<file path="src/hdl/gac_pkg.sv">
// Package for the glyph advance cache: sizes, request codes, state types,
// command structs and the advance function. No dependencies.
`default_nettype none

package gac_pkg;

	localparam int TABLE_DEPTH  = 256;
	localparam int TICK_BITS    = 32;
	localparam int IDX_BITS     = (TABLE_DEPTH > 1) ? $clog2(TABLE_DEPTH) : 1;
	localparam int BIT_IDX_BITS = $clog2(TICK_BITS);
	localparam int CNT_BITS     = 9;
	localparam int WIDTH_BITS   = 24;
	localparam int TOTAL_BITS   = 32;
	localparam int ADV_BITS     = 4;

	localparam logic [1:0] REQ_MEASURE = 2'd0;
	localparam logic [1:0] REQ_COMPACT = 2'd1;
	localparam logic [1:0] REQ_RESET   = 2'd2;

	typedef enum logic [1:0] {
		T_IDLE,
		T_EXEC,
		T_COMPACT
	} top_state_t;

	typedef enum logic [1:0] {
		C_IDLE,
		C_SEARCH,
		C_PRUNE
	} cmp_state_t;

	// compact unit -> entry store
	typedef struct packed {
		logic                rd_en;
		logic [IDX_BITS-1:0] rd_addr;
		logic                clr_en;
		logic [IDX_BITS-1:0] clr_addr;
	} cmp_cmd_t;

	// entry store -> compact unit, registered in the cycle after rd_en
	typedef struct packed {
		logic                 valid;
		logic [TICK_BITS-1:0] tick;
	} rd_rsp_t;

	// advance = 6 + code mod 5; quotient by reciprocal 205/1024, exact for 8 bits
	function automatic logic [ADV_BITS-1:0] advance_of(input logic [7:0] code);
		logic [15:0] prod;
		logic [5:0]  quo;
		logic [7:0]  rem;
		prod = 16'(code) * 16'd205;
		quo  = prod[15:10];
		rem  = code - 8'(quo) * 8'd5;
		return ADV_BITS'(4'd6 + 4'(rem[2:0]));
	endfunction

endpackage

`default_nettype wire

</file>
<file path="src/hdl/gac_compact_unit.sv">
// Compaction sequencer: finds the cutoff tick one bit per sweep with one
// shared compare and counter, then drops older entries. Depends on gac_pkg.
`default_nettype none

module gac_compact_unit (
	input  wire logic                          clk,
	input  wire logic                          arst_n,
	input  wire logic                          start,
	input  wire logic [gac_pkg::CNT_BITS-1:0]  n_entries,
	output gac_pkg::cmp_cmd_t                  cmd,
	input  wire gac_pkg::rd_rsp_t              rsp,
	output logic                               done,
	output logic [gac_pkg::CNT_BITS-1:0]       kept
);

	localparam int ADDR_BITS = gac_pkg::IDX_BITS + 1;
	localparam logic [ADDR_BITS-1:0] ADDR_END = ADDR_BITS'(gac_pkg::TABLE_DEPTH);
	localparam logic [gac_pkg::BIT_IDX_BITS-1:0] BIT_TOP =
		gac_pkg::BIT_IDX_BITS'(gac_pkg::TICK_BITS - 1);

	gac_pkg::cmp_state_t                state_q, state_d;
	logic [ADDR_BITS-1:0]               addr_q, addr_d;
	logic [gac_pkg::BIT_IDX_BITS-1:0]   bit_q, bit_d;
	logic [gac_pkg::TICK_BITS-1:0]      cut_q, cut_d;
	logic [gac_pkg::CNT_BITS-1:0]       cnt_q, cnt_d;
	logic [gac_pkg::CNT_BITS-1:0]       k_q, k_d;
	logic                               pend_s1;
	logic [gac_pkg::IDX_BITS-1:0]       addr_s1;

	logic                          issue;
	logic                          pass_end;
	logic [gac_pkg::TICK_BITS-1:0] cand;
	logic [gac_pkg::TICK_BITS-1:0] ref_val;
	logic                          ge;

	assign issue    = (state_q != gac_pkg::C_IDLE) && (addr_q != ADDR_END);
	assign pass_end = (state_q != gac_pkg::C_IDLE) && (addr_q == ADDR_END) && !pend_s1;
	assign cand     = cut_q | ({{(gac_pkg::TICK_BITS-1){1'b0}}, 1'b1} << bit_q);
	assign ref_val  = (state_q == gac_pkg::C_PRUNE) ? cut_q : cand;
	// the one shared comparator
	assign ge       = rsp.valid && (rsp.tick >= ref_val);

	assign cmd.rd_en    = issue;
	assign cmd.rd_addr  = addr_q[gac_pkg::IDX_BITS-1:0];
	assign cmd.clr_en   = (state_q == gac_pkg::C_PRUNE) && pend_s1 && rsp.valid && !ge;
	assign cmd.clr_addr = addr_s1;
	assign kept         = cnt_q;

	always_ff @(posedge clk or negedge arst_n) begin
		if (!arst_n) begin
			state_q <= gac_pkg::C_IDLE;
			pend_s1 <= 1'b0;
		end else begin
			state_q <= state_d;
			pend_s1 <= issue;
		end
	end

	always_ff @(posedge clk) begin
		addr_q  <= addr_d;
		bit_q   <= bit_d;
		cut_q   <= cut_d;
		cnt_q   <= cnt_d;
		k_q     <= k_d;
		addr_s1 <= addr_q[gac_pkg::IDX_BITS-1:0];
	end

	always_comb begin
		state_d = state_q;
		addr_d  = addr_q;
		bit_d   = bit_q;
		cut_d   = cut_q;
		cnt_d   = cnt_q;
		k_d     = k_q;
		done    = 1'b0;
		unique case (state_q)
			gac_pkg::C_IDLE: begin
				if (start) begin
					state_d = gac_pkg::C_SEARCH;
					addr_d  = '0;
					bit_d   = BIT_TOP;
					cut_d   = '0;
					cnt_d   = '0;
					k_d     = n_entries >> 1;
				end
			end
			gac_pkg::C_SEARCH: begin
				if (issue) begin
					addr_d = addr_q + 1'b1;
				end
				if (pend_s1 && ge) begin
					cnt_d = cnt_q + 1'b1;
				end
				if (pass_end) begin
					// keep the bit when enough entries sit at or above it
					if (cnt_q >= k_q) begin
						cut_d = cand;
					end
					addr_d = '0;
					cnt_d  = '0;
					if (bit_q == '0) begin
						state_d = gac_pkg::C_PRUNE;
					end else begin
						bit_d = bit_q - 1'b1;
					end
				end
			end
			gac_pkg::C_PRUNE: begin
				if (issue) begin
					addr_d = addr_q + 1'b1;
				end
				if (pend_s1 && ge) begin
					cnt_d = cnt_q + 1'b1;
				end
				if (pass_end) begin
					done    = 1'b1;
					state_d = gac_pkg::C_IDLE;
				end
			end
			default: begin
				state_d = gac_pkg::C_IDLE;
			end
		endcase
	end

endmodule

`default_nettype wire

</file>
<file path="config.mk">
export PLATFORM = sky130hd
export DESIGN_NAME = gac_compact_unit
export DESIGN_NICKNAME = d
export VERILOG_FILES = /design/src/hdl/gac_pkg.sv /design/src/hdl/gac_compact_unit.sv
export SDC_FILE = /design/constraint.sdc
export NUM_CORES = 1
export LEC_CHECK = 0
export ABC_AREA = 1
export BUFFER_PORTS_ARGS = -buffer_cell sky130_fd_sc_hd__buf_2
export CAP_MARGIN = 15
export CORE_MARGIN = 1.5
export CORE_UTILIZATION = 55
export CTS_BUF_LIST = sky130_fd_sc_hd__clkbuf_16
export DETAILED_ROUTE_END_ITERATION = 16
export PLACE_DENSITY = 0.87
export SLEW_MARGIN = 0
export SYNTH_ARGS = -nofsm -noshare
export SYNTH_HDL_FRONTEND = slang
export SYNTH_SLANG_ARGS = --single-unit
</file>
<file path="constraint.sdc">
create_clock -name clk -period 4.6 [get_ports clk]
set_input_delay 0.23 -clock clk [delete_from_list [all_inputs] [get_ports clk]]
set_output_delay 0.23 -clock clk [all_outputs]
set_load 0.02 [all_outputs]
</file>
**Word-level counts from Yosys, hierarchy flattened**

Cells that the tools add are included.

- Flip-flop bits (word level): 74
- Logic and storage cells: 68
- Input port bits: 45
- Output and inout port bits: 28

- Magnitude comparators: 2
- Bitwise operators: 1
- Shifts and indexed selects: 1
- Multiplexer cells: 23
- Reductions and logical operators: 20
- Equal/unequal tests: 10
- $add $sub $neg: 3

Operator list:

| kind | count |
|---|---|
| 32-bit 2-to-1 mux | 4 |
| 32-bit one-hot mux with 2 select lines | 1 |
| 9-bit one-hot mux with 3 select lines | 2 |
| 9-bit 2-to-1 mux | 5 |
| 32-bit greater-or-equal comparator | 1 |
| 32-bit OR | 1 |
| 1-bit by 5-bit left shift with 32-bit output, first input constant | 1 |
| 9-bit by 1-bit adder with 9-bit output, second input constant | 2 |
| 5-bit 2-to-1 mux | 3 |
| 2-bit inequality test, second input constant | 6 |
| 4-bit AND reduction | 3 |
| 5-bit one-hot mux with 2 select lines | 1 |
| 9-bit == test, second input constant | 1 |
| 9-bit by 8-bit greater-or-equal comparator with 1-bit output | 1 |
| 9-bit inequality test, second input constant | 1 |
| 1-bit logical AND | 8 |
| 2-bit 2-to-1 mux | 4 |
| 2-bit one-hot mux with 3 select lines | 1 |
| 5-bit zero test | 1 |
| 5-bit by 1-bit subtractor with 5-bit output, second input constant | 1 |
| 2-bit AND reduction | 2 |
| 2-bit nonzero test | 2 |
| 3-bit nonzero test | 1 |
| 2-bit by 1-bit == test with 1-bit output, second input constant | 1 |
| other kinds (4) | 6 |

**Logic depth before layout (Yosys ltp)**

- Word-level depth: 9
- Mapped depth: 22
- Gate-level depth less buffers: 22

**Worst setup path after synthesis**

OpenSTA, ideal clock, no wires.

- Path type: reg-to-reg
- From: reg addr_q[0]
- To: reg cut_q[0] (netlist name), enable pin
- Period minus slack after synthesis: 3.464 ns
- Cell stages (with the launch flop): 10
- Path slack: 1.136 ns
- Data arrival time: 3.032 ns
- Setup time: 0.432 ns
- Path buffers: 0
- Data required time: 4.168 ns
- Path through: edfxtp_1 > inv_1 > ha_1 > nand3_4 > nor3_4 > nand3_2 > nand2_1 > o21ai_1 > o21bai_1 > a21oi_1

- Longest elaborated chain between the ends: 5

Ends and longest elaborated chain:

| item | line | RTL |
|---|---|---|
| start, declared | gac_compact_unit.sv:22 | `logic [ADDR_BITS-1:0] addr_q, addr_d;` |
| start signal, assigned | gac_compact_unit.sv:60 | `addr_q <= addr_d;` |
| 9-bit == test | gac_compact_unit.sv:37 | `assign pass_end = (state_q != gac_pkg::C_IDLE) && (addr_q == ADDR_END) && !pend_s1;` |
| 1-bit logical AND (2 in a row) | gac_compact_unit.sv:37 |  |
| 2-bit inequality test (no line) | n/a |  |
| 4-bit AND reduction (no line) | n/a |  |
| end signal, assigned | gac_compact_unit.sv:62 | `cut_q <= cut_d;` |
| end, declared | gac_compact_unit.sv:24 | `logic [gac_pkg::TICK_BITS-1:0] cut_q, cut_d;` |

No other way between the ends.
A chain may end at the register's enable or synchronous reset.

==> summary.md <==
| Metric | Value |
|---|---|
| Status | finished clean |
| Clock Tree Buf Depth | 2 |
| Final setup viols | 0 |
| Full die area | 9368 um2 |
| Seq/Total Area, Yosys | 43.96% |
| Peak VDD IR | 0.4938 mV |
| Synthesis-stage register bit count | 74 |
| Fmax | 267.9 MHz |
| Switch Pwr | 1.630 mW |
| Crit start category | flip-flop |
| Headroom to the max-slew limit | 33.00% |
| Mean Syn Cell Area | 8.564 um2 |
| Crit path cell chain | inv_1 -> a31oi_1 -> o21bai_1 -> ha_1 -> nand2_1 -> inv_1 -> nand2_1 -> nand2_1 -> nand2_1 -> nand2_1 -> nor2_1 -> nand2_1 -> nand2_1 -> nand2_4 -> nor2_1 -> buf_2 |
| Ports | 73 |
| Final Hold Viols | 0 |
| Fill cells | 707 |
| Via count | 4007 |
| Synth warn | 0 |
| Starting DRT DRC Count | 237 |
| CTS Buf Count | 9 |
| Antenna Cells | 0 |
| Slew Limit Fails | 0 |
| Initial Util | 56.03% |
| Worst-Skew Late Latency | 330 ps |
| First-pass GRT wire length | 17280 um |
| Hold WC Path Type | input port to flip-flop |
| Placed inst area | 5234 um2 |
| Final HPWL from detailed placement | 7595 um |
| P&R area growth vs syn | 14.17% |
| CP max stage cell | inv_1 |
| Final Cycle Share | 81.16% |
| Most common cell after layout, fill and taps aside | nand2_1 |
| Commonest cells after routing, fill and taps aside | nand2_1, inv_1, nor2_1 |
| H-tree depth | 3 |
| Crit path max-delay family | buffers and inverters |
| Setup TNS | 0 ps |
| Share of layout cells above drive strength 1 | 17.69% |
| Fin nets | 725 |
| DR vias/cell | 5.408 |
| Drt total wl | 10300 um |
| Clk sinks | 74 |
| Synthesized cell area | 4838 um2 |
| Switch share | 43.37% |
| Leak Pwr | 2.603 nW |
| Combinational Power Share | 46.6% |
| Worst slew pin tran | 1004 ps |
| Core area | 8636 um2 |
| Pwr/cell area | 680.3 nW/um2 |
| Critical path buffers and inverters | 3 |
| Critical path class | flip-flop to output pin |
| Gr usage total | 22.63% |
| Wire per inst | 13.91 um |
| Clock power frac | 17.4% |
| Antenna violations before repair | 0 |
| TritonCTS clock tree | done |
| Detail Route Antenna Nets | 0 |
| Post-Layout Inst Area | 5524 um2 |
| GR Overflow Total | 0 |
| Min Tclk post-route | 3733 ps |
| Fin Clk Skew | 7.689 ps |
| Worst path max stage delay | 750 ps |
| Cts repair resizes | 0 |
| RSZ-0062 raised after global routing | false |
| Internal power | 2.128 mW |
| Synthesized instance count | 565 |
| Worst-path fanout max | 32 |
| Routability cong. | 0.8435 |
| Worst-path clk slew | 60 ps |
| Sequential share of power | 36.0% |
| Cell row count | 34 |
| WP data arrival | 3500 ps |
| Number of global-route vias before repair | 3856 |
| Post-synthesis cell type count | 38 |
| Crit end category | output pin |
| Largest net degree at the start of global routing | 36 |
| IO buf count | 71 |
| Postcts setup bufs | 0 |
| Critical Path RT | 4370 ps |
| Vert. Die Dim | 96.79 um |
| Max_cap viols | 0 |
| Drt first pass iters | 5 |
| DR DRC count | 0 |
| Mapped Nets | 662 |
| CP most frequent cell | nand2_1 |
| Hold buffer count at CTS | 1 |
| Root Buffer | clkbuf_16 |
| Die width | 96.79 um |
==> final cells by class <==
cell class,instances,area (um2),area share (%)
multi-input cells,376,2243,40.61
flip-flops and latches,74,2127,38.51
repair buffers,75,387.9,7.022
inverters,92,350.3,6.342
clock buffers,10,250.2,4.530
well taps,108,135.1,2.446
clock inverters,6,30.03,0.5436
==> stage by stage <==
stage / setup WS [ps] / hold WS [ps] / util (%) / power [mW] / instances
CTS: 896.9 / 68.44 / 63.97 / 3.769 / 741
floorplan: 1136 / -65.59 / - / 2.653 / 565
detailed placement: 1165 / 33.41 / 60.61 / 3.102 / 724
finish: 866.6 / 77.58 / 63.97 / 3.758 / 741
global route: 572.8 / 61.92 / 63.97 / 4.074 / 741
global placement: 1321 / 29.69 / 60.61 / 2.986 / 724
==> layer usage <==
layer	global-route usage, %	up-vias	wire (um)
li1	-	2012	-
met1	27.98	1834	4095
met2	40.29	149	5381
met3	3.902	12	690
met4	7.023	0	136
met5	0	-	0
==> sequential cells by signal, summed over array words and instances (netlist names) <==
| signal | cells |
|---|---|
| bit_q | 5 |
| addr_q | 9 |
| k_q | 8 |
| addr_s1 | 8 |
| pend_s1 | 1 |
| state_q | 2 |
| kept | 9 |
| cut_q | 32 |
==> synth_stat cells (all sizes together) <==
cell,instances,area share (%)
xnor2,1,0.18
xor2,4,0.72
o21a,1,0.16
a21oi,35,3.6
dfrtp,3,1.6
buf,14,1.8
nand3,19,2.5
nor3,15,2.0
nand4,9,1.2
a31oi,16,2.1
a21o,2,0.31
a211oi,3,0.47
and3,2,0.28
o211ai,1,0.16
nor2,80,6.6
dfxtp,8,3.3
o21bai,5,0.78
nor3b,1,0.16
o21ai,40,4.2
ha,52,13
nand2,90,7.4
clkbuf,9,0.70
edfxtp,63,39
inv,91,7.2
clkinv,1,0.078
==> worst paths after layout <==
kind	from	end	slack, ps	depth (start not counted)
min in group asynchronous	arst_n	pend_s1	250	2
worst min-delay path	n_entries[2]	k_q[1]	80	1
worst max register to register	bit_q[4]	kept[1]	1120	15
worst min register to register	addr_q[1]	addr_s1[1]	450	0
max in group asynchronous	arst_n	state_q[1]	4230	2
worst max-delay path	bit_q[4]	cmd[8]	870	16
==> cell families (layout without fill, tap and decap cells) <==
group	after synthesis	count (layout)	share of synthesized area, %
compound gates	103	103	11.77
xor+xnor	5	5	0.9051
fa+ha+maj	52	52	13.45
buf+inv	115	183	9.749
flops	74	74	43.96
simple gates	216	216	20.17
==> power by group through the flow <==
stage / clock [mW] / sequential (mW) / combinational [mW]
finish: 0.654 / 1.35 / 1.75
global route: 0.690 / 1.39 / 1.99
CTS: 0.661 / 1.35 / 1.76
detailed placement: 0 / 1.36 / 1.74
global placement: 0 / 1.34 / 1.65
floorplan: 0 / 1.39 / 1.26
No activity file was read; power rests on OpenSTA's default activity.
